## src/waveform_column_color_height_core_defines.svh

```systemverilog
// Assertion macros shared by the waveform column core.
`ifndef WAVEFORM_COLUMN_COLOR_HEIGHT_CORE_DEFINES_SVH
`define WAVEFORM_COLUMN_COLOR_HEIGHT_CORE_DEFINES_SVH
`ifndef ASSERT_OFF
`define WCCH_ASSERT_SAME(label, pre, post) \
    label: assert property (@(posedge clk) disable iff (!rst_n) (pre) |-> (post)) \
        else $error("same-cycle check failed");
`define WCCH_ASSERT_NEXT(label, pre, post) \
    label: assert property (@(posedge clk) disable iff (!rst_n) (pre) |=> (post)) \
        else $error("next-cycle check failed");
`else
`define WCCH_ASSERT_SAME(label, pre, post)
`define WCCH_ASSERT_NEXT(label, pre, post)
`endif
`endif

```

## src/wcch_pkg.sv

```systemverilog
// Types, constants and register codes for the waveform column core.
package wcch_pkg;

    localparam int DEFAULT_CHANNELS = 2;
    localparam int QUEUE_DEPTH      = 2;
    localparam int QPTR_W           = $clog2(QUEUE_DEPTH);
    localparam int QCNT_W           = $clog2(QUEUE_DEPTH + 1);

    localparam int GAIN_W  = 24;   // peak times Q4.12 gain
    localparam int GSUM_W  = 50;   // sum of gained squares
    localparam int SSUM_W  = 18;   // sum of raw squares
    localparam int MIX_W   = 34;   // one mixed colour component
    localparam int NUM_W   = 42;   // normalize dividend
    localparam int ROOT_W  = 25;
    localparam int AMP_W   = 33;   // scaled overall amplitude

    localparam logic [7:0]  NORM_FULL   = 8'd255;
    localparam logic [15:0] HEIGHT_MAX  = 16'hFFFF;

    localparam logic [15:0] RESET_GAIN       = 16'd4096;
    localparam logic [23:0] RESET_LOW_COLOR  = 24'hFF0000;
    localparam logic [23:0] RESET_MID_COLOR  = 24'h00FF00;
    localparam logic [23:0] RESET_HIGH_COLOR = 24'h0000FF;
    localparam logic [15:0] RESET_HEIGHT     = 16'd256;

    typedef enum logic [2:0] {
        REG_LOW_GAIN     = 3'd0,
        REG_MID_GAIN     = 3'd1,
        REG_HIGH_GAIN    = 3'd2,
        REG_LOW_COLOR    = 3'd3,
        REG_MID_COLOR    = 3'd4,
        REG_HIGH_COLOR   = 3'd5,
        REG_HEIGHT_SCALE = 3'd6
    } reg_idx_t;

    typedef struct packed {
        logic       channel;
        logic [7:0] band_low;
        logic [7:0] band_mid;
        logic [7:0] band_high;
        logic [7:0] band_all;
        logic       column_end;
    } in_item_t;

    typedef struct packed {
        logic        out_channel;
        logic [15:0] bar_height;
        logic [7:0]  red;
        logic [7:0]  green;
        logic [7:0]  blue;
    } out_item_t;

    typedef struct packed {
        logic [15:0] low_gain;
        logic [15:0] mid_gain;
        logic [15:0] high_gain;
        logic [23:0] low_color;
        logic [23:0] mid_color;
        logic [23:0] high_color;
        logic [15:0] height_scale;
    } cfg_t;

    typedef struct packed {
        logic       channel;
        logic [7:0] peak_low;
        logic [7:0] peak_mid;
        logic [7:0] peak_high;
        logic [7:0] peak_all;
    } job_t;

    typedef struct packed {
        logic              full;
        logic              empty;
        logic [QCNT_W-1:0] count;
    } q_status_t;

    typedef struct packed {
        logic idle;
        logic done;
    } back_status_t;

endpackage

```

## src/wcch_front.sv

```systemverilog
// Front end: accept samples, track per-channel band peaks, queue closed columns.
module wcch_front #(
    parameter int CHANNELS = wcch_pkg::DEFAULT_CHANNELS
) (
    input  logic               clk,
    input  logic               rst_n,
    input  logic               in_valid,
    output logic               in_ready,
    input  wcch_pkg::in_item_t in_item,
    input  logic               q_full,
    output logic               push,
    output wcch_pkg::job_t     push_job
);
    import wcch_pkg::*;

    localparam int CH_W = (CHANNELS > 1) ? $clog2(CHANNELS) : 1;

    logic [7:0] peak_low_reg  [CHANNELS];
    logic [7:0] peak_mid_reg  [CHANNELS];
    logic [7:0] peak_high_reg [CHANNELS];
    logic [7:0] peak_all_reg  [CHANNELS];

    logic [CH_W-1:0] ch_idx;
    logic            ch_ok;
    logic            accept;
    logic [7:0]      nl, nm, nh, na;

    assign in_ready = !q_full;
    assign ch_idx   = CH_W'(in_item.channel);
    assign ch_ok    = (32'(in_item.channel) < CHANNELS);
    assign accept   = in_valid && in_ready && ch_ok;

    // Fold the sample into the running maxima
    always_comb
    begin
        nl = peak_low_reg[ch_idx];
        nm = peak_mid_reg[ch_idx];
        nh = peak_high_reg[ch_idx];
        na = peak_all_reg[ch_idx];
        if (in_item.band_low  > nl) nl = in_item.band_low;
        if (in_item.band_mid  > nm) nm = in_item.band_mid;
        if (in_item.band_high > nh) nh = in_item.band_high;
        if (in_item.band_all  > na) na = in_item.band_all;
    end

    assign push     = accept && in_item.column_end;
    assign push_job = '{channel: in_item.channel, peak_low: nl, peak_mid: nm,
                        peak_high: nh, peak_all: na};

    // Update peaks; clear them when the column closes
    always_ff @(posedge clk or negedge rst_n)
    begin
        if (!rst_n)
        begin
            for (int i = 0; i < CHANNELS; i++)
            begin
                peak_low_reg[i]  <= '0;
                peak_mid_reg[i]  <= '0;
                peak_high_reg[i] <= '0;
                peak_all_reg[i]  <= '0;
            end
        end
        else if (accept)
        begin
            if (in_item.column_end)
            begin
                peak_low_reg[ch_idx]  <= '0;
                peak_mid_reg[ch_idx]  <= '0;
                peak_high_reg[ch_idx] <= '0;
                peak_all_reg[ch_idx]  <= '0;
            end
            else
            begin
                peak_low_reg[ch_idx]  <= nl;
                peak_mid_reg[ch_idx]  <= nm;
                peak_high_reg[ch_idx] <= nh;
                peak_all_reg[ch_idx]  <= na;
            end
        end
    end

endmodule

```

## config.mk

```make
export PLATFORM = sky130hd
export DESIGN_NAME = wcch_front
export DESIGN_NICKNAME = d
export VERILOG_FILES = /design/src/waveform_column_color_height_core_defines.svh /design/src/wcch_pkg.sv /design/src/wcch_front.sv
export SDC_FILE = /design/constraint.sdc
export NUM_CORES = 1
export LEC_CHECK = 0
export ABC_AREA = 1
export BUFFER_PORTS_ARGS = -buffer_cell sky130_fd_sc_hd__buf_4
export CAP_MARGIN = 20
export CORE_ASPECT_RATIO = 1.1
export CORE_UTILIZATION = 59
export CTS_BUF_LIST = sky130_fd_sc_hd__clkbuf_2
export DETAILED_ROUTE_END_ITERATION = 8
export HOLD_SLACK_MARGIN = 0.15
export PLACE_DENSITY = 0.83
export SLEW_MARGIN = 20
export SYNTH_ARGS = -nofsm -noshare
export SYNTH_HDL_FRONTEND = slang
export SYNTH_SLANG_ARGS = --single-unit
```

## constraint.sdc

```tcl
create_clock -name clk -period 3.1 [get_ports clk]
set_clock_uncertainty 0.15 [all_clocks]
set_input_delay 0.465 -clock clk [delete_from_list [all_inputs] [get_ports clk]]
set_output_delay 0.465 -clock clk [all_outputs]
set_load 0.05 [all_outputs]
```

==> parameters.txt <==
Parameter                              Value

Outcome
  Outcome    complete, but fails checks
  Violated checks    setup timing

Timing
  Slew at the pin closest to its max-slew limit    slightly below 0.8 ns
  Final-report hold violation count    0
  Relative slew slack    a little under half
  Highest Clock Rate    ~0.32 GHz
  Unrepaired setup endpoints after global routing    true
  Final critical-path share of the clock period    101%
  Pins over their slew limit    0
  Setup ws final    -0.0299 ns
  Crit path time final    between 3 and 4 ns
  Final count of negative-setup-slack endpoints    17

Setup path
  Critical Path Slowest Stage Cell    sky130_fd_sc_hd__dfrtp_1
  Cell occurring most often along the worst timing path    sky130_fd_sc_hd__nand2_1
  Critical Path Max Stage Delay    approximately 0.43 ns
  Arrival time reported for the critical path endpoint    between 2 and 3 ns
  Req. time, crit path    approximately 2.5 ns
  Worst setup SP type    flop
  Class of the most critical setup path    flop to primary output
  Cells along the critical path    or2_1 > o21ai_2 > inv_1 > ha_2 > inv_2 > nand2_1 > nand2_1 > nand2_1 > nand2_1 > nand2_2 > nand2_4 > nand2_8 > nand2_2 > and2_4 > buf_8
  Type of destination of the critical path    primary output
  Largest fanout on the critical path    8

Cells and area
  Final standard cell count with taps included and fillers excluded    773
  Number of antenna diodes    0
  Sequential standard cell area    around 0.0016 sq mm
  Post-route core utilization    84.2%
  Area grow syn2layout    37.3%
  Fraction of layout instances using a drive strength above 1    39.8%
  Count of fill cells added during filler insertion    roughly 400
  Total non-filler cell area in the finished layout    between 0.006 and 0.007 sq mm
  Footprint of the multi-input gates    0.00325 sq mm
  Final #Nets    734

Clock tree
  Clk Tree Root Cell    sky130_fd_sc_hd__clkbuf_2
  Clock-pin slew on the worst setup and hold paths    ~0.19 ns
  Clock latency reported for the late side of the worst-skew pair    ~0.48 ns
  Inserted Clock Buffers    9
  H-tree Lvls    3
  Maximum buffer depth of the clock tree    2
  Sinks on the clock net    64
  TritonCTS clock tree    done

Synthesis
  Post-synthesis async set-or-reset flop share    100%
  Area share of the leading cell type in the synthesized netlist    about a third
  Number of standard cells after synthesis    between 500 and 600
  Yosys cell types    26
  Count of yosys warnings during synthesis    0
  Commonest register cell after synthesis    sky130_fd_sc_hd__dfrtp_1
  Number of flops mapped to enable cells by yosys    0
  Proportion of synthesized chip area in sequential cells    around a third
  Most used standard cells in the synthesized netlist    sky130_fd_sc_hd__nand2_1 (170), sky130_fd_sc_hd__nand3_1 (96), sky130_fd_sc_hd__dfrtp_1 (64)
  Top cells by area, synth    sky130_fd_sc_hd__dfrtp_1 (35%), sky130_fd_sc_hd__nand2_1 (14%), sky130_fd_sc_hd__nand3_1 (10%)
  Library cell with the highest instance count after synthesis    sky130_fd_sc_hd__nand2_1
  Syn nets    about 630
  Dominant cell type by area after synthesis    sky130_fd_sc_hd__dfrtp_1
  Average size of a mapped cell    just over 8 sq um
  Cell Area, Synth    ~0.0046 sq mm
  Register bit total from synthesis    64

Route
  Via count of the routed design    4,340
  Met1 layer wirelength in the final routing    5070 um
  Topmost layer with routed signal wires    met4
  DRC    0
  WL met2    7150 um
  Number of DRC markers in iteration 0    roughly 240
  Length of the first detailed-routing pass in iterations    4
  Met3 WL post-DR    510 um
  Drt via density    around 5.6
  Routed wire per std cell    between 15 and 20 um
  Final Routed Wirelength    about 13,000 um
  Post-DRT Antenna Nets    0

GRT
  Largest net degree at the start of global routing    65
  Vias in the first global route    around 4,000
  Grt total ovfl    0
  Initial antenna violation count    0
  First-pass GRT wire length    17,200 um
  Global router's overall resource usage    26.7%

Power and ir drop
  Post-layout power    approximately 0.0049 W
  Relative contribution of combinational cells to total power    66.0%
  Net Switching    ~0.0024 W
  Leak pwr    3.30 nW
  Total power divided by cell area    a little under 800 mW/mm^2
  Cell-internal power    0.00257 W
  Proportion of total power due to net switching    47.8%
  Sequential cell fraction of total power    roughly a quarter
  Clk network pwr share    a little under a tenth
  Peak supply drop    496 uV

Worst hold path
  Worst min path class    primary input to flop

Die
  Row cnt    33
  Area of the die    just over 0.008 sq mm
  Height of the die    about 94 um
  Die X-Extent    ~86 um
  # IOs    73
  Area of the core    about 0.0075 sq mm
  Effective utilization at floorplan    61.3%

Place
  Total placed instance area    roughly 0.0052 sq mm
  Number of placed instances, taps included    between 700 and 800
  GP Congestion    0.854
  # port buffers    72
  Half-perimeter wire length of the detailed placement result    between 7000 and 8000 um

Run
  Count of maximum capacitance violations    0
## final cells by class
type	count	area share, %
multi-input cells	435	51.7
flip-flops and latches	64	25.5
repair buffers	102	16.1
inverters	52	3.10
well taps	105	2.09
clock buffers	10	0.796
clock inverters	5	0.776
## cells by family after synthesis
| family | after synthesis | share of synthesized area, % |
|---|---|---|
| buffers and inverters | 69 | 6.88 |
| AO/OA/AOI/OAI | 16 | 1.97 |
| adder cells (fa/ha/maj) | 32 | 8.74 |
| AND/OR/NAND/NOR | 353 | 39.2 |
| multiplexers | 28 | 8.24 |
| flip-flops | 64 | 34.9 |
## power groups by stage
stage	registers [W]	logic, W	clock network (W)
detailed placement	0.00119	0.00229	0
floorplan	0.00116	0.00174	0
CTS	0.00117	0.00234	0.000465
finish	0.00121	0.00325	0.000469
global route	0.00123	0.00344	0.000506
global placement	0.00118	0.00224	0
## final timing paths
check	start	end	depth (start not counted)	slack, ns
min in group asynchronous	rst_n	peak_high_reg[1]	2	0.44
max in group asynchronous	rst_n	peak_all_reg[4]	2	1.83
min	in_item[3]	peak_all_reg[2]	5	0.22
max reg2reg	peak_low_reg[5]	peak_low_reg[14]	11	0.88
max	peak_mid_reg[0]	push_job[17]	15	-0.03
min reg2reg	peak_high_reg[0]	peak_high_reg[0]	2	0.37
## cell usage in the layout (no fill, tap or decap), drive strengths merged, types with 6 or more instances in the layout
cell type / synthesis / routed
nor2: 12 / 12
dfrtp: 64 / 64
inv: 52 / 52
mux2i: 28 / 28
and2: 32 / 32
a21oi: 8 / 8
clkbuf: 6 / 10
nand2: 202 / 206
nand4: 4 / 6
ha: 32 / 32
nand3: 98 / 98
buf: 11 / 100
## critical path: cells and delay by family (launching register included)
family,cells,cell delay (ns)
DFF,1,0.43
and+or+nand+nor,10,1.10
buffers and inverters,3,0.25
adders and majority gates,1,0.17
AOI/OAI and AO/OA,1,0.11
## layer usage
layer | GRT usage [%] | vias up
met2 | 47.6 | 145
met5 | 0 | -
met1 | 32.2 | 2121
met4 | 10.6 | 0
li1 | - | 2051
met3 | 4.20 | 23
## through the flow
| stage | worst slack (ns) | hold slack (ns) | TNS, ns |
|---|---|---|---|
| floorplan | 0.252 | 0.0194 | 0 |
| global placement | 0.0138 | 0.306 | 0 |
| detailed placement | -0.00928 | 0.311 | -0.0206 |
| CTS | -0.00171 | 0.193 | -0.00171 |
| global route | -0.161 | 0.183 | -3.73 |
| finish | -0.0299 | 0.220 | -0.246 |
## what timing repair did
item	CTS	global route
hold endpoints to repair	66	0
gates resized for setup	10	173
endpoints found under the setup margin	13	32
hold buffers	2	0
buffers inserted	0	20
gates cloned	0	6
pin swaps	0	35
Note: power is estimated with default switching activity, not from simulation.
