--- src/waveform_column_color_height_core_defines.svh ---
// Assertion macros shared by the waveform column core.
`ifndef WAVEFORM_COLUMN_COLOR_HEIGHT_CORE_DEFINES_SVH
`define WAVEFORM_COLUMN_COLOR_HEIGHT_CORE_DEFINES_SVH
`ifndef ASSERT_OFF
`define WCCH_ASSERT_SAME(label, pre, post) \
    label: assert property (@(posedge clk) disable iff (!rst_n) (pre) |-> (post)) \
        else $error("same-cycle check failed");
`define WCCH_ASSERT_NEXT(label, pre, post) \
    label: assert property (@(posedge clk) disable iff (!rst_n) (pre) |=> (post)) \
        else $error("next-cycle check failed");
`else
`define WCCH_ASSERT_SAME(label, pre, post)
`define WCCH_ASSERT_NEXT(label, pre, post)
`endif
`endif

--- src/wcch_pkg.sv ---
// Types, constants and register codes for the waveform column core.
package wcch_pkg;

    localparam int DEFAULT_CHANNELS = 2;
    localparam int QUEUE_DEPTH      = 2;
    localparam int QPTR_W           = $clog2(QUEUE_DEPTH);
    localparam int QCNT_W           = $clog2(QUEUE_DEPTH + 1);

    localparam int GAIN_W  = 24;   // peak times Q4.12 gain
    localparam int GSUM_W  = 50;   // sum of gained squares
    localparam int SSUM_W  = 18;   // sum of raw squares
    localparam int MIX_W   = 34;   // one mixed colour component
    localparam int NUM_W   = 42;   // normalize dividend
    localparam int ROOT_W  = 25;
    localparam int AMP_W   = 33;   // scaled overall amplitude

    localparam logic [7:0]  NORM_FULL   = 8'd255;
    localparam logic [15:0] HEIGHT_MAX  = 16'hFFFF;

    localparam logic [15:0] RESET_GAIN       = 16'd4096;
    localparam logic [23:0] RESET_LOW_COLOR  = 24'hFF0000;
    localparam logic [23:0] RESET_MID_COLOR  = 24'h00FF00;
    localparam logic [23:0] RESET_HIGH_COLOR = 24'h0000FF;
    localparam logic [15:0] RESET_HEIGHT     = 16'd256;

    typedef enum logic [2:0] {
        REG_LOW_GAIN     = 3'd0,
        REG_MID_GAIN     = 3'd1,
        REG_HIGH_GAIN    = 3'd2,
        REG_LOW_COLOR    = 3'd3,
        REG_MID_COLOR    = 3'd4,
        REG_HIGH_COLOR   = 3'd5,
        REG_HEIGHT_SCALE = 3'd6
    } reg_idx_t;

    typedef struct packed {
        logic       channel;
        logic [7:0] band_low;
        logic [7:0] band_mid;
        logic [7:0] band_high;
        logic [7:0] band_all;
        logic       column_end;
    } in_item_t;

    typedef struct packed {
        logic        out_channel;
        logic [15:0] bar_height;
        logic [7:0]  red;
        logic [7:0]  green;
        logic [7:0]  blue;
    } out_item_t;

    typedef struct packed {
        logic [15:0] low_gain;
        logic [15:0] mid_gain;
        logic [15:0] high_gain;
        logic [23:0] low_color;
        logic [23:0] mid_color;
        logic [23:0] high_color;
        logic [15:0] height_scale;
    } cfg_t;

    typedef struct packed {
        logic       channel;
        logic [7:0] peak_low;
        logic [7:0] peak_mid;
        logic [7:0] peak_high;
        logic [7:0] peak_all;
    } job_t;

    typedef struct packed {
        logic              full;
        logic              empty;
        logic [QCNT_W-1:0] count;
    } q_status_t;

    typedef struct packed {
        logic idle;
        logic done;
    } back_status_t;

endpackage

--- src/wcch_queue.sv ---
// Short request queue between the front end and the column engine.
module wcch_queue (
    input  logic                clk,
    input  logic                rst_n,
    input  logic                push,
    input  wcch_pkg::job_t      push_job,
    input  logic                pop,
    output wcch_pkg::job_t      pop_job,
    output wcch_pkg::q_status_t status
);
    import wcch_pkg::*;

    job_t              slot_reg [QUEUE_DEPTH];
    logic [QPTR_W-1:0] wr_reg, rd_reg;
    logic [QCNT_W-1:0] cnt_reg;

    assign status.full  = (cnt_reg == QCNT_W'(QUEUE_DEPTH));
    assign status.empty = (cnt_reg == '0);
    assign status.count = cnt_reg;
    assign pop_job      = slot_reg[rd_reg];

    // Store pushed requests
    always_ff @(posedge clk)
    begin
        if (push)
            slot_reg[wr_reg] <= push_job;
    end

    // Advance pointers and count
    always_ff @(posedge clk or negedge rst_n)
    begin
        if (!rst_n)
        begin
            wr_reg  <= '0;
            rd_reg  <= '0;
            cnt_reg <= '0;
        end
        else
        begin
            if (push)
                wr_reg <= (wr_reg == QPTR_W'(QUEUE_DEPTH - 1)) ? '0 : wr_reg + 1'b1;
            if (pop)
                rd_reg <= (rd_reg == QPTR_W'(QUEUE_DEPTH - 1)) ? '0 : rd_reg + 1'b1;
            if (push && !pop)
                cnt_reg <= cnt_reg + 1'b1;
            else if (pop && !push)
                cnt_reg <= cnt_reg - 1'b1;
        end
    end

endmodule

--- config.mk ---
export PLATFORM = sky130hd
export DESIGN_NAME = wcch_queue
export DESIGN_NICKNAME = d
export VERILOG_FILES = /design/src/waveform_column_color_height_core_defines.svh /design/src/wcch_pkg.sv /design/src/wcch_queue.sv
export SDC_FILE = /design/constraint.sdc
export NUM_CORES = 1
export LEC_CHECK = 0
export ABC_AREA = 0
export BUFFER_PORTS_ARGS = -buffer_cell sky130_fd_sc_hd__buf_4
export CORE_MARGIN = 1
export CORE_UTILIZATION = 55
export DETAILED_ROUTE_END_ITERATION = 16
export GPL_TIMING_DRIVEN = 0
export PLACE_DENSITY = 0.79
export SYNTH_ARGS = -nofsm -noshare
export SYNTH_HDL_FRONTEND = slang
export SYNTH_SLANG_ARGS = --single-unit
--- constraint.sdc ---
create_clock -name clk -period 6.4 [get_ports clk]
set_clock_uncertainty 0.1 [all_clocks]
set_input_delay 0.96 -clock clk [delete_from_list [all_inputs] [get_ports clk]]
set_output_delay 0.96 -clock clk [all_outputs]
set_load 0.005 [all_outputs]
==> results of run 1 <==
## path summary, 6_finish.rpt
kind | end | startpoint | slack, ps
min | cnt_reg[1]$_DFFE_PN0P_ | rst_n | 310
min in group clk | cnt_reg[1]$_DFFE_PN0P_ | cnt_reg[1]$_DFFE_PN0P_ | 430
min reg2reg | cnt_reg[1]$_DFFE_PN0P_ | cnt_reg[1]$_DFFE_PN0P_ | 430
max reg2reg | slot_reg[1][1]$_DFFE_PP_ | wr_reg$_DFFE_PN0P_ | 4640
max in group asynchronous | rd_reg$_DFFE_PN0P_ | rst_n | 5790
max | pop_job[3] | rd_reg$_DFFE_PN0P_ | 3880
## per-stage QoR
| stage | power [mW] | setup slack (ps) |
|---|---|---|
| after floorplan | 0.966 | 3420 |
| after global placement | 1.17 | 2670 |
| after detailed placement | 1.20 | 4000 |
| after CTS | 1.61 | 3870 |
| after global routing | 1.66 | 3840 |
| final | 1.59 | 3880 |
## cells by family (layout without fill, tap and decap cells)
| family | Yosys count | in the layout |
|---|---|---|
| simple gates | 5 | 5 |
| fa+ha+maj | 1 | 1 |
| mux | 33 | 33 |
| buf+inv | 5 | 95 |
| flops | 70 | 70 |
| xor+xnor | 5 | 5 |
## final cells by class
type                    instances  area share
multi-input cells              44       0.157
well taps                      67      0.0231
plain buffers                   4      0.0197
inverters                       1     0.00104
repair buffers                 74       0.159
flip-flops and latches         70       0.575
clock inverters                 7      0.0311
clock buffers                   9      0.0342
## synthesized netlist by cell type
master | n | area share
edfxtp_1 | 66 | 0.73
ha_1 | 1 | 0.0046
buf_12 | 3 | 0.022
and2_1 | 1 | 0.0023
mux2_4 | 29 | 0.16
dfrtp_1 | 4 | 0.037
inv_1 | 1 | 0.0014
xor2_1 | 4 | 0.013
buf_6 | 1 | 0.0041
xnor2_1 | 1 | 0.0032
nor2b_1 | 2 | 0.0046
nor2_1 | 2 | 0.0028
mux2_2 | 4 | 0.017
## power by group through the flow
stage,clock network [mW],registers [mW],logic [mW]
floorplan,0,0.647,0.319
global placement,0,0.650,0.517
detailed placement,0,0.656,0.542
CTS,0.418,0.648,0.544
global route,0.436,0.655,0.569
finish,0.410,0.648,0.535
## critical path, stage by stage (launching register included)
cell and delay, ps:
dfrtp_1 390, buf_6 150, buf_12 150, mux2_4 300
buf_4 130
## per-layer routing
metal / up-vias / GRT usage
li1: 627 / -
met4: 0 / 0.0937
met3: 10 / 0.0625
met1: 644 / 0.203
met2: 52 / 0.291
met5: - / 0
==> impl_metrics.prom, run 1 <==
# TYPE chip_impl_metric gauge
chip_impl_metric{name="grt_util_all_layers",unit=""} 0.176
chip_impl_metric{name="power_switching",unit="mW"} 0.390
chip_impl_metric{name="worst-path-max-fanout",unit=""} 10
chip_impl_metric{name="drt-pass1-iter-count",unit=""} 4
chip_impl_metric{name="syn-mean-instance-area",unit="sq um"} 22.9
chip_impl_metric{name="finish.cell_count_without_fillers",unit=""} 276
chip_impl_metric{name="placement.cell_area",unit="sq um"} 3390
chip_impl_metric{name="clk_latency",unit="ps"} 320
chip_impl_metric{name="clock_power_share",unit=""} 0.257
chip_impl_metric{name="wl_met2",unit="um"} 2250
chip_impl_metric{name="cellLeakagePower",unit="nW"} 1.49
chip_impl_metric{name="synth_simple_gate_area_frac",unit=""} 0.00966
chip_impl_metric{name="synth.area.mux_share",unit=""} 0.177
chip_impl_metric{name="power.share.switching",unit=""} 0.245
chip_impl_metric{name="postSynthCellCount",unit=""} 119
chip_impl_metric{name="synth-compound-area-share",unit=""} 0
chip_impl_metric{name="antenna_diodes",unit=""} 0
chip_impl_metric{name="cts_sinks",unit=""} 70
chip_impl_metric{name="num-nets-final",unit=""} 242
chip_impl_metric{name="cts_hold_buf",unit=""} 0
chip_impl_info{name="synth_top_family_by_area",value="multiplexers"} 1
chip_impl_metric{name="yosysUniqueCellTypes",unit=""} 13
chip_impl_metric{name="worst_ep_required_time",unit="ps"} 5340
chip_impl_metric{name="largest_reg_flops",unit=""} 66
chip_impl_info{name="cts_tree",value="yes"} 1
chip_impl_metric{name="fin_area",unit="sq um"} 3620
chip_impl_metric{name="drv.max_cap_violation_count",unit=""} 0
chip_impl_metric{name="synth.yosys.seq_area_share",unit=""} 0.765
chip_impl_metric{name="multi_input_gate_area",unit="sq um"} 571
chip_impl_metric{name="detail_route.wirelength",unit="um"} 4260
chip_impl_metric{name="postCtsSetupBuffers",unit=""} 0
chip_impl_metric{name="globalRoute.totalOverflow",unit=""} 0
chip_impl_metric{name="antenna_found_initial",unit=""} 0
chip_impl_metric{name="finalWorstPathRequiredPeriod",unit="ps"} 2520
chip_impl_metric{name="period_share",unit=""} 0.394
chip_impl_info{name="layout.cells.most_common",value="buf_4"} 1
chip_impl_metric{name="yosys.area_share.xor_xnor",unit=""} 0.0161
chip_impl_metric{name="path_clk_slew",unit="ps"} 70
chip_impl_metric{name="layout.filler_cells",unit=""} 291
chip_impl_metric{name="dp_cells",unit=""} 260
chip_impl_metric{name="placement.io_buffers",unit=""} 73
chip_impl_metric{name="synth_fa_ha_area_frac",unit=""} 0.00460
chip_impl_info{name="status",value="finished clean"} 1
chip_impl_metric{name="maximum_number_of_pins_on_one_net_before_global_route_repair",unit=""} 34
chip_impl_info{name="highest_layer",value="met4"} 1
chip_impl_metric{name="tightest_slew",unit="ps"} 938
chip_impl_metric{name="synthesized_area",unit="sq um"} 2720
chip_impl_metric{name="ys_ff_latch",unit=""} 70
chip_impl_metric{name="floorplan.die_area",unit="sq um"} 5230
chip_impl_metric{name="postSynthNetCount",unit=""} 157
chip_impl_metric{name="first_global_vias",unit=""} 1377
chip_impl_metric{name="fin_max_slew_vios",unit=""} 0
chip_impl_metric{name="pwr-share-seq",unit=""} 0.407
chip_impl_metric{name="holdWs",unit="ps"} 312
chip_impl_metric{name="final-hold-violation-count",unit=""} 0
chip_impl_metric{name="post-route-util",unit=""} 0.762
chip_impl_metric{name="report.final.setup_viol",unit=""} 0
chip_impl_metric{name="cts_htree_levels",unit=""} 3
chip_impl_metric{name="power_density",unit="nW/um^2"} 439
chip_impl_metric{name="io_pins",unit=""} 74
chip_impl_metric{name="start_util",unit=""} 0.572
chip_impl_metric{name="slew-limit-headroom",unit=""} 0.373
chip_impl_metric{name="setup_total_negative_slack",unit="ps"} 0
chip_impl_metric{name="arrival",unit="ps"} 1460
chip_impl_info{name="type_of_the_setup_path_with_the_least_slack",value="flip-flop to output port"} 1
chip_impl_metric{name="std_cell_rows",unit=""} 25
chip_impl_metric{name="max-clock-path-buffers",unit=""} 2
chip_impl_metric{name="die_height",unit="um"} 72.3
chip_impl_metric{name="layout-drive-gt1-share",unit=""} 0.608
chip_impl_metric{name="routedWlPerCell",unit="um"} 15.4
chip_impl_metric{name="tritoncts.num_buffers",unit=""} 9
chip_impl_info{name="setup_repair_after_global_routing_missed_its_margin",value="false"} 1
chip_impl_info{name="cp-start-kind",value="flip-flop"} 1
chip_impl_metric{name="wirelength_met1",unit="um"} 1670
chip_impl_metric{name="fmaxAchievable",unit="GHz"} 0.397
chip_impl_metric{name="detail-route-antenna-nets",unit=""} 0
chip_impl_info{name="holdCritPathClass",value="primary input to asynchronous set/reset pin"} 1
chip_impl_metric{name="ir_drop_worst_vdd",unit="V"} 0.000297
chip_impl_info{name="root_buffer_selected_by_cts",value="clkbuf_8"} 1
chip_impl_metric{name="drt-vias-per-instance",unit=""} 4.83
chip_impl_metric{name="p_comb_frac",unit=""} 0.336
chip_impl_metric{name="post_cts_resize_count",unit=""} 0
chip_impl_metric{name="core_region_area",unit="sq um"} 4750
chip_impl_info{name="mostFrequentLayoutCells",value="buf_4, edfxtp_1, mux2_4"} 1
chip_impl_metric{name="vias",unit=""} 1333
chip_impl_metric{name="p_int",unit="mW"} 1.20
chip_impl_metric{name="die-width",unit="um"} 72.3
chip_impl_metric{name="wire_length_on_met3",unit="um"} 260
chip_impl_info{name="endpoint_kind",value="output port"} 1
chip_impl_metric{name="drt_drc_violations_left",unit=""} 0
chip_impl_metric{name="hpwl",unit="um"} 2870
chip_impl_metric{name="synth.yosys.warnings",unit=""} 0
chip_impl_metric{name="global_route_wire_length_before_repair",unit="um"} 6520
chip_impl_metric{name="ff2ff_path_depth",unit=""} 2
chip_impl_metric{name="detailedRoute.firstIterationViolations",unit=""} 33
chip_impl_metric{name="routabilityCongestion",unit=""} 0.672
chip_impl_metric{name="seq_area",unit="sq um"} 2080
chip_impl_metric{name="layout-area-overhead-vs-synth",unit="%"} 33.2
No activity file was read; power rests on OpenSTA's default activity.
==> run 2, diff against run 1 <==
--- a/config.mk
+++ b/config.mk
@@ -5,13 +5,13 @@
 export SDC_FILE = /design/constraint.sdc
 export NUM_CORES = 1
 export LEC_CHECK = 0
-export ABC_AREA = 0
+export ABC_AREA = 1
 export BUFFER_PORTS_ARGS = -buffer_cell sky130_fd_sc_hd__buf_4
 export CORE_MARGIN = 1
-export CORE_UTILIZATION = 55
+export CORE_UTILIZATION = 47
 export DETAILED_ROUTE_END_ITERATION = 16
 export GPL_TIMING_DRIVEN = 0
-export PLACE_DENSITY = 0.79
+export PLACE_DENSITY = 0.72
 export SYNTH_ARGS = -nofsm -noshare
 export SYNTH_HDL_FRONTEND = slang
 export SYNTH_SLANG_ARGS = --single-unit
==> constraint.sdc (replaced) <==
create_clock -name clk -period 2.2 [get_ports clk]
set_clock_uncertainty 0.1 [all_clocks]
set_input_delay 0.33 -clock clk [delete_from_list [all_inputs] [get_ports clk]]
set_output_delay 0.33 -clock clk [all_outputs]
set_load 0.005 [all_outputs]
==> run 2 against run 1 <==
Against the previous run:
- setup slack got worse by 3700 ps
- largest cell class unchanged
- via count is 1.7% higher
- combinational power increased to 2.9 times the previous value
- critical path type is now flip-flop to flip-flop
- first-iteration DRC count is 18% lower
- wire length up 3.3%
- sequential share of layout area rose by 0.76 points
- area after synthesis increased by 0.74%
==> impl_metrics.prom, run 2 <==
# TYPE chip_impl_metric gauge
chip_impl_metric{name="p_comb_frac",unit=""} 0.351
chip_impl_metric{name="final-hold-violation-count",unit=""} 0
chip_impl_metric{name="antenna_diodes",unit=""} 0
chip_impl_info{name="highest_layer",value="met4"} 1
chip_impl_metric{name="layout-drive-gt1-share",unit=""} 0.569
chip_impl_metric{name="wl_met2",unit="um"} 2300
chip_impl_info{name="synthMostInstantiatedCell",value="edfxtp_1"} 1
chip_impl_metric{name="synth.yosys.warnings",unit=""} 0
chip_impl_metric{name="path_clk_slew",unit="ps"} 70
chip_impl_metric{name="layout.filler_cells",unit=""} 411
chip_impl_metric{name="die_height",unit="um"} 78.4
chip_impl_metric{name="detail_route.wirelength",unit="um"} 4400
chip_impl_metric{name="drt_drc_violations_left",unit=""} 0
chip_impl_metric{name="arrival",unit="ps"} 1820
chip_impl_info{name="cts_tree",value="yes"} 1
chip_impl_metric{name="cts_hold_buf",unit=""} 1
chip_impl_metric{name="max-clock-path-buffers",unit=""} 2
chip_impl_info{name="holdCritPathClass",value="primary input to flip-flop"} 1
chip_impl_info{name="cp-start-kind",value="flip-flop"} 1
chip_impl_metric{name="tritoncts.num_buffers",unit=""} 9
chip_impl_metric{name="first_global_vias",unit=""} 1455
chip_impl_metric{name="drv.max_cap_violation_count",unit=""} 0
chip_impl_info{name="critPathSlowestCell",value="inv_1"} 1
chip_impl_metric{name="slew-limit-headroom",unit=""} 0.112
chip_impl_metric{name="power.share.switching",unit=""} 0.257
chip_impl_metric{name="start_util",unit=""} 0.492
chip_impl_metric{name="dp_cells",unit=""} 273
chip_impl_metric{name="worst_path_largest_cell_delay",unit="ps"} 960
chip_impl_metric{name="period_share",unit=""} 0.898
chip_impl_info{name="cp-endpoint",value="slot_reg[1][25]$_DFFE_PP_"} 1
chip_impl_metric{name="core_region_area",unit="sq um"} 5570
chip_impl_metric{name="postSynthNetCount",unit=""} 166
chip_impl_metric{name="synth.yosys.seq_area_share",unit=""} 0.760
chip_impl_metric{name="timing.reg2reg.setup_slack",unit="ps"} 230
chip_impl_info{name="netlist.top_cell.by_area",value="edfxtp_1"} 1
chip_impl_metric{name="drt-pass1-iter-count",unit=""} 4
chip_impl_metric{name="multi_input_gate_area",unit="sq um"} 568
chip_impl_metric{name="wire_length_on_met3",unit="um"} 273
chip_impl_metric{name="routabilityCongestion",unit=""} 0.713
chip_impl_info{name="cp_top_family",value="buffers and inverters"} 1
chip_impl_info{name="endpoint_kind",value="flip-flop"} 1
chip_impl_metric{name="drt-vias-per-instance",unit=""} 4.68
chip_impl_metric{name="detail-route-antenna-nets",unit=""} 0
chip_impl_metric{name="tightest_slew",unit="ps"} 1330
chip_impl_metric{name="wirelength_met1",unit="um"} 1740
chip_impl_info{name="layout.cells.most_common",value="buf_4"} 1
chip_impl_info{name="setup.worst_path.start",value="wr_reg$_DFFE_PN0P_"} 1
chip_impl_metric{name="postSynthCellCount",unit=""} 128
chip_impl_metric{name="hpwl",unit="um"} 2980
chip_impl_metric{name="detailedRoute.firstIterationViolations",unit=""} 27
chip_impl_metric{name="maximum_number_of_pins_on_one_net_before_global_route_repair",unit=""} 34
chip_impl_metric{name="post_cts_resize_count",unit=""} 0
chip_impl_info{name="setup_repair_after_global_routing_missed_its_margin",value="false"} 1
chip_impl_metric{name="yosysUniqueCellTypes",unit=""} 14
chip_impl_metric{name="global_route_wire_length_before_repair",unit="um"} 6840
chip_impl_info{name="synth.top_cells.by_area",value="edfxtp_1, mux2_4, dfrtp_1"} 1
chip_impl_metric{name="p_int",unit="mW"} 3.24
chip_impl_metric{name="largest_reg_flops",unit=""} 66
chip_impl_metric{name="finalWorstPathRequiredPeriod",unit="ps"} 1970
chip_impl_metric{name="power_density",unit="nW/um^2"} 1220
chip_impl_metric{name="syn-mean-instance-area",unit="sq um"} 21.4
chip_impl_metric{name="antenna_found_initial",unit=""} 0
chip_impl_metric{name="fmaxAchievable",unit="GHz"} 0.506
chip_impl_metric{name="layout-area-overhead-vs-synth",unit="%"} 30.5
chip_impl_metric{name="report.final.setup_viol",unit=""} 0
chip_impl_metric{name="placement.cell_area",unit="sq um"} 3390
chip_impl_metric{name="placement.io_buffers",unit=""} 73
chip_impl_metric{name="power_switching",unit="mW"} 1.12
chip_impl_metric{name="routedWlPerCell",unit="um"} 15.2
chip_impl_metric{name="fin_area",unit="sq um"} 3580
chip_impl_metric{name="vias",unit=""} 1356
chip_impl_metric{name="ys_ff_latch",unit=""} 70
chip_impl_metric{name="pwr-share-seq",unit=""} 0.432
chip_impl_metric{name="num-nets-final",unit=""} 251
chip_impl_info{name="status",value="finished clean"} 1
chip_impl_info{name="reg2reg_from",value="wr_reg$_DFFE_PN0P_"} 1
chip_impl_info{name="synth_flop_cell",value="edfxtp_1"} 1
chip_impl_metric{name="cts_sinks",unit=""} 70
chip_impl_info{name="type_of_the_setup_path_with_the_least_slack",value="flip-flop to flip-flop"} 1
chip_impl_metric{name="clk_latency",unit="ps"} 330
chip_impl_metric{name="die-width",unit="um"} 78.4
chip_impl_metric{name="std_cell_rows",unit=""} 27
chip_impl_metric{name="postCtsSetupBuffers",unit=""} 0
chip_impl_metric{name="io_pins",unit=""} 74
chip_impl_metric{name="synth_enable_flop_cells",unit=""} 66
chip_impl_metric{name="ir_drop_worst_vdd",unit="V"} 0.000756
chip_impl_metric{name="cts_htree_levels",unit=""} 3
chip_impl_metric{name="finish.cell_count_without_fillers",unit=""} 290
chip_impl_metric{name="floorplan.die_area",unit="sq um"} 6140
chip_impl_metric{name="globalRoute.totalOverflow",unit=""} 0
chip_impl_info{name="root_buffer_selected_by_cts",value="clkbuf_8"} 1
chip_impl_metric{name="yosys.area.top_type_share",unit=""} 0.723
chip_impl_metric{name="worstPathBufferInverterCount",unit=""} 1
chip_impl_info{name="critical_path.reg2reg.endpoint",value="slot_reg[1][25]$_DFFE_PP_"} 1
chip_impl_metric{name="worst_ep_required_time",unit="ps"} 2040
chip_impl_metric{name="seq_area",unit="sq um"} 2080
chip_impl_metric{name="ff2ff_path_depth",unit=""} 2
chip_impl_metric{name="crit_cells",unit=""} 2
chip_impl_metric{name="fin_max_slew_vios",unit=""} 0
chip_impl_info{name="mostFrequentLayoutCells",value="buf_4, edfxtp_1, mux2_4"} 1
chip_impl_metric{name="cellLeakagePower",unit="nW"} 1.48
chip_impl_info{name="yosys-top-cells-count",value="edfxtp_1, mux2_4, inv_1, nand2_1"} 1
chip_impl_metric{name="worst-path-max-fanout",unit=""} 33
chip_impl_metric{name="grt_util_all_layers",unit=""} 0.156
chip_impl_metric{name="synthesized_area",unit="sq um"} 2740
chip_impl_metric{name="async_flop_share",unit=""} 0.0571
chip_impl_info{name="crit_path_cell_trace",value="nand2_1 > inv_1"} 1
chip_impl_metric{name="clock_power_share",unit=""} 0.217
chip_impl_metric{name="holdWs",unit="ps"} 73.3
[run 2: cell count changes in the layout (fill, tap and decap cells not counted), moves of 2 or more]
cell and delta:
nand2_1 +5, xor2_1 -2, inv_1 +6, bufinv_16 -2
[run 2: cell families (layout without fill, tap and decap cells)]
| logic type | Yosys count | count (layout) | share of synthesized area |
|---|---|---|---|
| xor gates and xnor gates | 3 | 3 | 0.00959 |
| adders and majority gates | 1 | 1 | 0.00457 |
| buffers and inverters | 11 | 101 | 0.0356 |
| DFF | 70 | 70 | 0.760 |
| muxes | 33 | 33 | 0.175 |
| and+or+nand+nor | 10 | 10 | 0.0151 |
[run 2: power groups by stage]
stage               Sequential (mW)  Clock, mW  Combinational [mW]
floorplan                      1.88          0               0.937
detailed placement             1.91          0                1.56
global route                   1.91       1.01                1.64
finish                         1.88      0.945                1.53
CTS                            1.88      0.967                1.56
global placement               1.89          0                1.53
[run 2: worst min path at each step]
| stage | startpoint | endpoint | slack (ps) | cells past startpoint |
|---|---|---|---|---|
| floorplan | rst_n | cnt_reg[0]$_DFFE_PN0P_ | -70 | 0 |
| global placement | rst_n | cnt_reg[0]$_DFFE_PN0P_ | 30 | 1 |
| detailed placement | rst_n | wr_reg$_DFFE_PN0P_ | 30 | 1 |
| CTS | push_job[24] | slot_reg[0][24]$_DFFE_PP_ | 60 | 1 |
| global route | push_job[6] | slot_reg[1][6]$_DFFE_PP_ | 60 | 1 |
| finish | pop | rd_reg$_DFFE_PN0P_ | 70 | 2 |
[run 2: worst register-to-register path, stage by stage (launching register included)]
cell and delay [ps]:
dfrtp_1 440, nand2_1 80, inv_1 960
[run 2: stage by stage]
step | utilization | setup slack, ps | TNS [ps] | power [mW]
6_report | 0.642 | 225 | 0 | 4.36
5_1_grt | 0.642 | 106 | 0 | 4.56
4_1_cts | 0.642 | 183 | 0 | 4.42
3_5_place_dp | 0.607 | 189 | 0 | 3.47
3_3_place_gp | 0.607 | -53.8 | -1750 | 3.42
2_1_floorplan | - | 410 | 0 | 2.81
[run 2: area by class of cell]
| type | instances | share of cell area |
|---|---|---|
| Inverter | 7 | 0.00735 |
| Sequential cell | 70 | 0.582 |
| Tap cell | 72 | 0.0252 |
| Buffer | 4 | 0.0199 |
| Multi-Input combinational cell | 47 | 0.159 |
| Clock buffer | 10 | 0.0357 |
| Timing Repair Buffer | 74 | 0.156 |
| Clock inverter | 6 | 0.0147 |
[run 2: routing by layer]
| metal | track usage | vias up |
|---|---|---|
| met2 | 0.257 | 53 |
| met3 | 0.0477 | 9 |
| met1 | 0.180 | 640 |
| li1 | - | 654 |
| met4 | 0.0889 | 0 |
| met5 | 0 | - |
==> run 3, diff against run 2 <==
--- a/config.mk
+++ b/config.mk
@@ -9,6 +9,7 @@
 export BUFFER_PORTS_ARGS = -buffer_cell sky130_fd_sc_hd__buf_4
 export CORE_MARGIN = 1
 export CORE_UTILIZATION = 47
+export CTS_BUF_LIST = sky130_fd_sc_hd__clkbuf_4 sky130_fd_sc_hd__clkbuf_8 sky130_fd_sc_hd__clkbuf_16
 export DETAILED_ROUTE_END_ITERATION = 16
 export GPL_TIMING_DRIVEN = 0
 export PLACE_DENSITY = 0.72
==> run 3 against run 2 <==
Against the previous run:
- count of clock-buffer cells in the layout unchanged
- critical path depth is the same
- die area did not move
- global-route usage increased by 0.051 points
- cell count unchanged
- design area up 0.10%
- combinational power is essentially flat
- setup slack improved by 21 ps
==> impl_metrics.prom, run 3 (synthesis gave the netlist of run 2 again) <==
# TYPE chip_impl_metric gauge
chip_impl_info{name="status",value="finished clean"} 1
chip_impl_metric{name="path_clk_slew",unit="ps"} 70
chip_impl_metric{name="num-nets-final",unit=""} 251
chip_impl_metric{name="start_util",unit=""} 0.492
chip_impl_metric{name="globalRoute.totalOverflow",unit=""} 0
chip_impl_info{name="mostFrequentLayoutCells",value="buf_4, edfxtp_1, mux2_4"} 1
chip_impl_metric{name="period_share",unit=""} 0.888
chip_impl_metric{name="cts_sinks",unit=""} 70
chip_impl_metric{name="holdWs",unit="ps"} 74.9
chip_impl_metric{name="tritoncts.num_buffers",unit=""} 9
chip_impl_metric{name="worstPathBufferInverterCount",unit=""} 1
chip_impl_metric{name="largest_reg_flops",unit=""} 66
chip_impl_metric{name="vias",unit=""} 1355
chip_impl_info{name="setup.worst_path.start",value="wr_reg$_DFFE_PN0P_"} 1
chip_impl_metric{name="global_route_wire_length_before_repair",unit="um"} 6860
chip_impl_info{name="type_of_the_setup_path_with_the_least_slack",value="flip-flop to flip-flop"} 1
chip_impl_info{name="endpoint_kind",value="flip-flop"} 1
chip_impl_info{name="root_buffer_selected_by_cts",value="clkbuf_8"} 1
chip_impl_metric{name="tightest_slew",unit="ps"} 1300
chip_impl_metric{name="die_height",unit="um"} 78.4
chip_impl_info{name="crit_path_cell_trace",value="nand2_1 > inv_1"} 1
chip_impl_metric{name="drv.max_cap_violation_count",unit=""} 0
chip_impl_metric{name="die-width",unit="um"} 78.4
chip_impl_metric{name="seq_area",unit="sq um"} 2080
chip_impl_metric{name="detail_route.wirelength",unit="um"} 4390
chip_impl_metric{name="power_density",unit="nW/um^2"} 1220
chip_impl_metric{name="report.final.setup_viol",unit=""} 0
chip_impl_metric{name="first_global_vias",unit=""} 1449
chip_impl_metric{name="timing.reg2reg.setup_slack",unit="ps"} 250
chip_impl_metric{name="hpwl",unit="um"} 2980
chip_impl_metric{name="post-route-util",unit=""} 0.642
chip_impl_metric{name="final-hold-violation-count",unit=""} 0
chip_impl_metric{name="drt-pass1-iter-count",unit=""} 3
chip_impl_metric{name="antenna_diodes",unit=""} 0
chip_impl_info{name="layout.cells.most_common",value="buf_4"} 1
chip_impl_info{name="cp-start-kind",value="flip-flop"} 1
chip_impl_metric{name="maximum_number_of_pins_on_one_net_before_global_route_repair",unit=""} 34
chip_impl_info{name="cp_top_family",value="buffers and inverters"} 1
chip_impl_info{name="critical_path.reg2reg.endpoint",value="slot_reg[1][16]$_DFFE_PP_"} 1
chip_impl_metric{name="antenna_found_initial",unit=""} 0
chip_impl_metric{name="detailedRoute.firstIterationViolations",unit=""} 26
chip_impl_info{name="cp-endpoint",value="slot_reg[1][16]$_DFFE_PP_"} 1
chip_impl_info{name="holdCritPathClass",value="primary input to flip-flop"} 1
chip_impl_metric{name="placement.cell_area",unit="sq um"} 3390
chip_impl_metric{name="io_pins",unit=""} 74
chip_impl_metric{name="postCtsSetupBuffers",unit=""} 0
chip_impl_metric{name="cts_hold_buf",unit=""} 1
chip_impl_metric{name="fin_max_slew_vios",unit=""} 0
chip_impl_metric{name="max-clock-path-buffers",unit=""} 2
chip_impl_metric{name="cellLeakagePower",unit="nW"} 1.49
chip_impl_metric{name="layout.filler_cells",unit=""} 410
chip_impl_metric{name="worst_ep_required_time",unit="ps"} 2040
chip_impl_metric{name="worst_path_largest_cell_delay",unit="ps"} 940
chip_impl_metric{name="ir_drop_worst_vdd",unit="V"} 0.000757
chip_impl_info{name="critPathSlowestCell",value="inv_1"} 1
chip_impl_metric{name="grt_util_all_layers",unit=""} 0.156
chip_impl_metric{name="crit_cells",unit=""} 2
chip_impl_info{name="cts_tree",value="yes"} 1
chip_impl_metric{name="total_power",unit="mW"} 4.37
chip_impl_metric{name="std_cell_rows",unit=""} 27
chip_impl_metric{name="drt-vias-per-instance",unit=""} 4.67
chip_impl_metric{name="placement.io_buffers",unit=""} 73
chip_impl_metric{name="finalWorstPathRequiredPeriod",unit="ps"} 1950
chip_impl_metric{name="fmaxAchievable",unit="GHz"} 0.512
chip_impl_info{name="reg2reg_from",value="wr_reg$_DFFE_PN0P_"} 1
chip_impl_metric{name="slew-limit-headroom",unit=""} 0.129
chip_impl_metric{name="drt_drc_violations_left",unit=""} 0
chip_impl_info{name="setup_repair_after_global_routing_missed_its_margin",value="false"} 1
chip_impl_metric{name="clk_latency",unit="ps"} 330
chip_impl_metric{name="routedWlPerCell",unit="um"} 15.2
chip_impl_metric{name="layout-drive-gt1-share",unit=""} 0.573
chip_impl_metric{name="ff2ff_path_depth",unit=""} 2
chip_impl_metric{name="floorplan.die_area",unit="sq um"} 6140
chip_impl_metric{name="routabilityCongestion",unit=""} 0.713
chip_impl_metric{name="cts_htree_levels",unit=""} 3
chip_impl_metric{name="fin_area",unit="sq um"} 3580
chip_impl_metric{name="layout-area-overhead-vs-synth",unit="%"} 30.6
chip_impl_metric{name="core_region_area",unit="sq um"} 5570
chip_impl_metric{name="multi_input_gate_area",unit="sq um"} 568
chip_impl_metric{name="detail-route-antenna-nets",unit=""} 0
chip_impl_metric{name="post_cts_resize_count",unit=""} 0
chip_impl_metric{name="arrival",unit="ps"} 1800
chip_impl_metric{name="worst-path-max-fanout",unit=""} 33
[run 3: power by group]
group | switching (mW) | internal (mW)
sequential | 0.0986 | 1.78
combinational | 0.586 | 0.943
clock | 0.435 | 0.522
[run 3: metal layers]
layer	vias up	GRT usage	wire length, um
li1	654	-	-
met5	-	0	0
met2	51	0.255	2270
met1	641	0.183	1780
met4	0	0.0889	90
met3	9	0.0477	256
[run 3: per-stage QoR]
step,setup slack [ps],cells,setup TNS [ps]
4_1_cts,183,290,0
3_3_place_gp,-53.8,273,-1750
2_1_floorplan,410,128,0
5_1_grt,106,290,0
3_5_place_dp,189,273,0
6_report,247,290,0
[run 3: how the worst min path moves through the flow]
stage / from / end / slack [ps] / depth (start not counted)
2_1_floorplan: rst_n / cnt_reg[0]$_DFFE_PN0P_ / -70 / 0
3_3_place_gp: rst_n / cnt_reg[0]$_DFFE_PN0P_ / 30 / 1
3_5_place_dp: rst_n / wr_reg$_DFFE_PN0P_ / 30 / 1
4_1_cts: pop / rd_reg$_DFFE_PN0P_ / 60 / 2
5_1_grt: push_job[24] / slot_reg[1][24]$_DFFE_PP_ / 60 / 1
6_report: pop / rd_reg$_DFFE_PN0P_ / 70 / 2
[run 3: worst register-to-register path: stages, from the launching register on]
cell and delay (ps):
dfrtp_1 440, nand2_1 80, inv_1 940
[run 3: cell type report]
type / instances / share of cell area
multi-input combinational: 47 / 0.159
clock inverter: 6 / 0.0147
sequential: 70 / 0.582
timing repair buffer: 74 / 0.156
inverter: 7 / 0.00734
tap: 72 / 0.0252
buffer: 4 / 0.0199
clock buffer: 10 / 0.0367
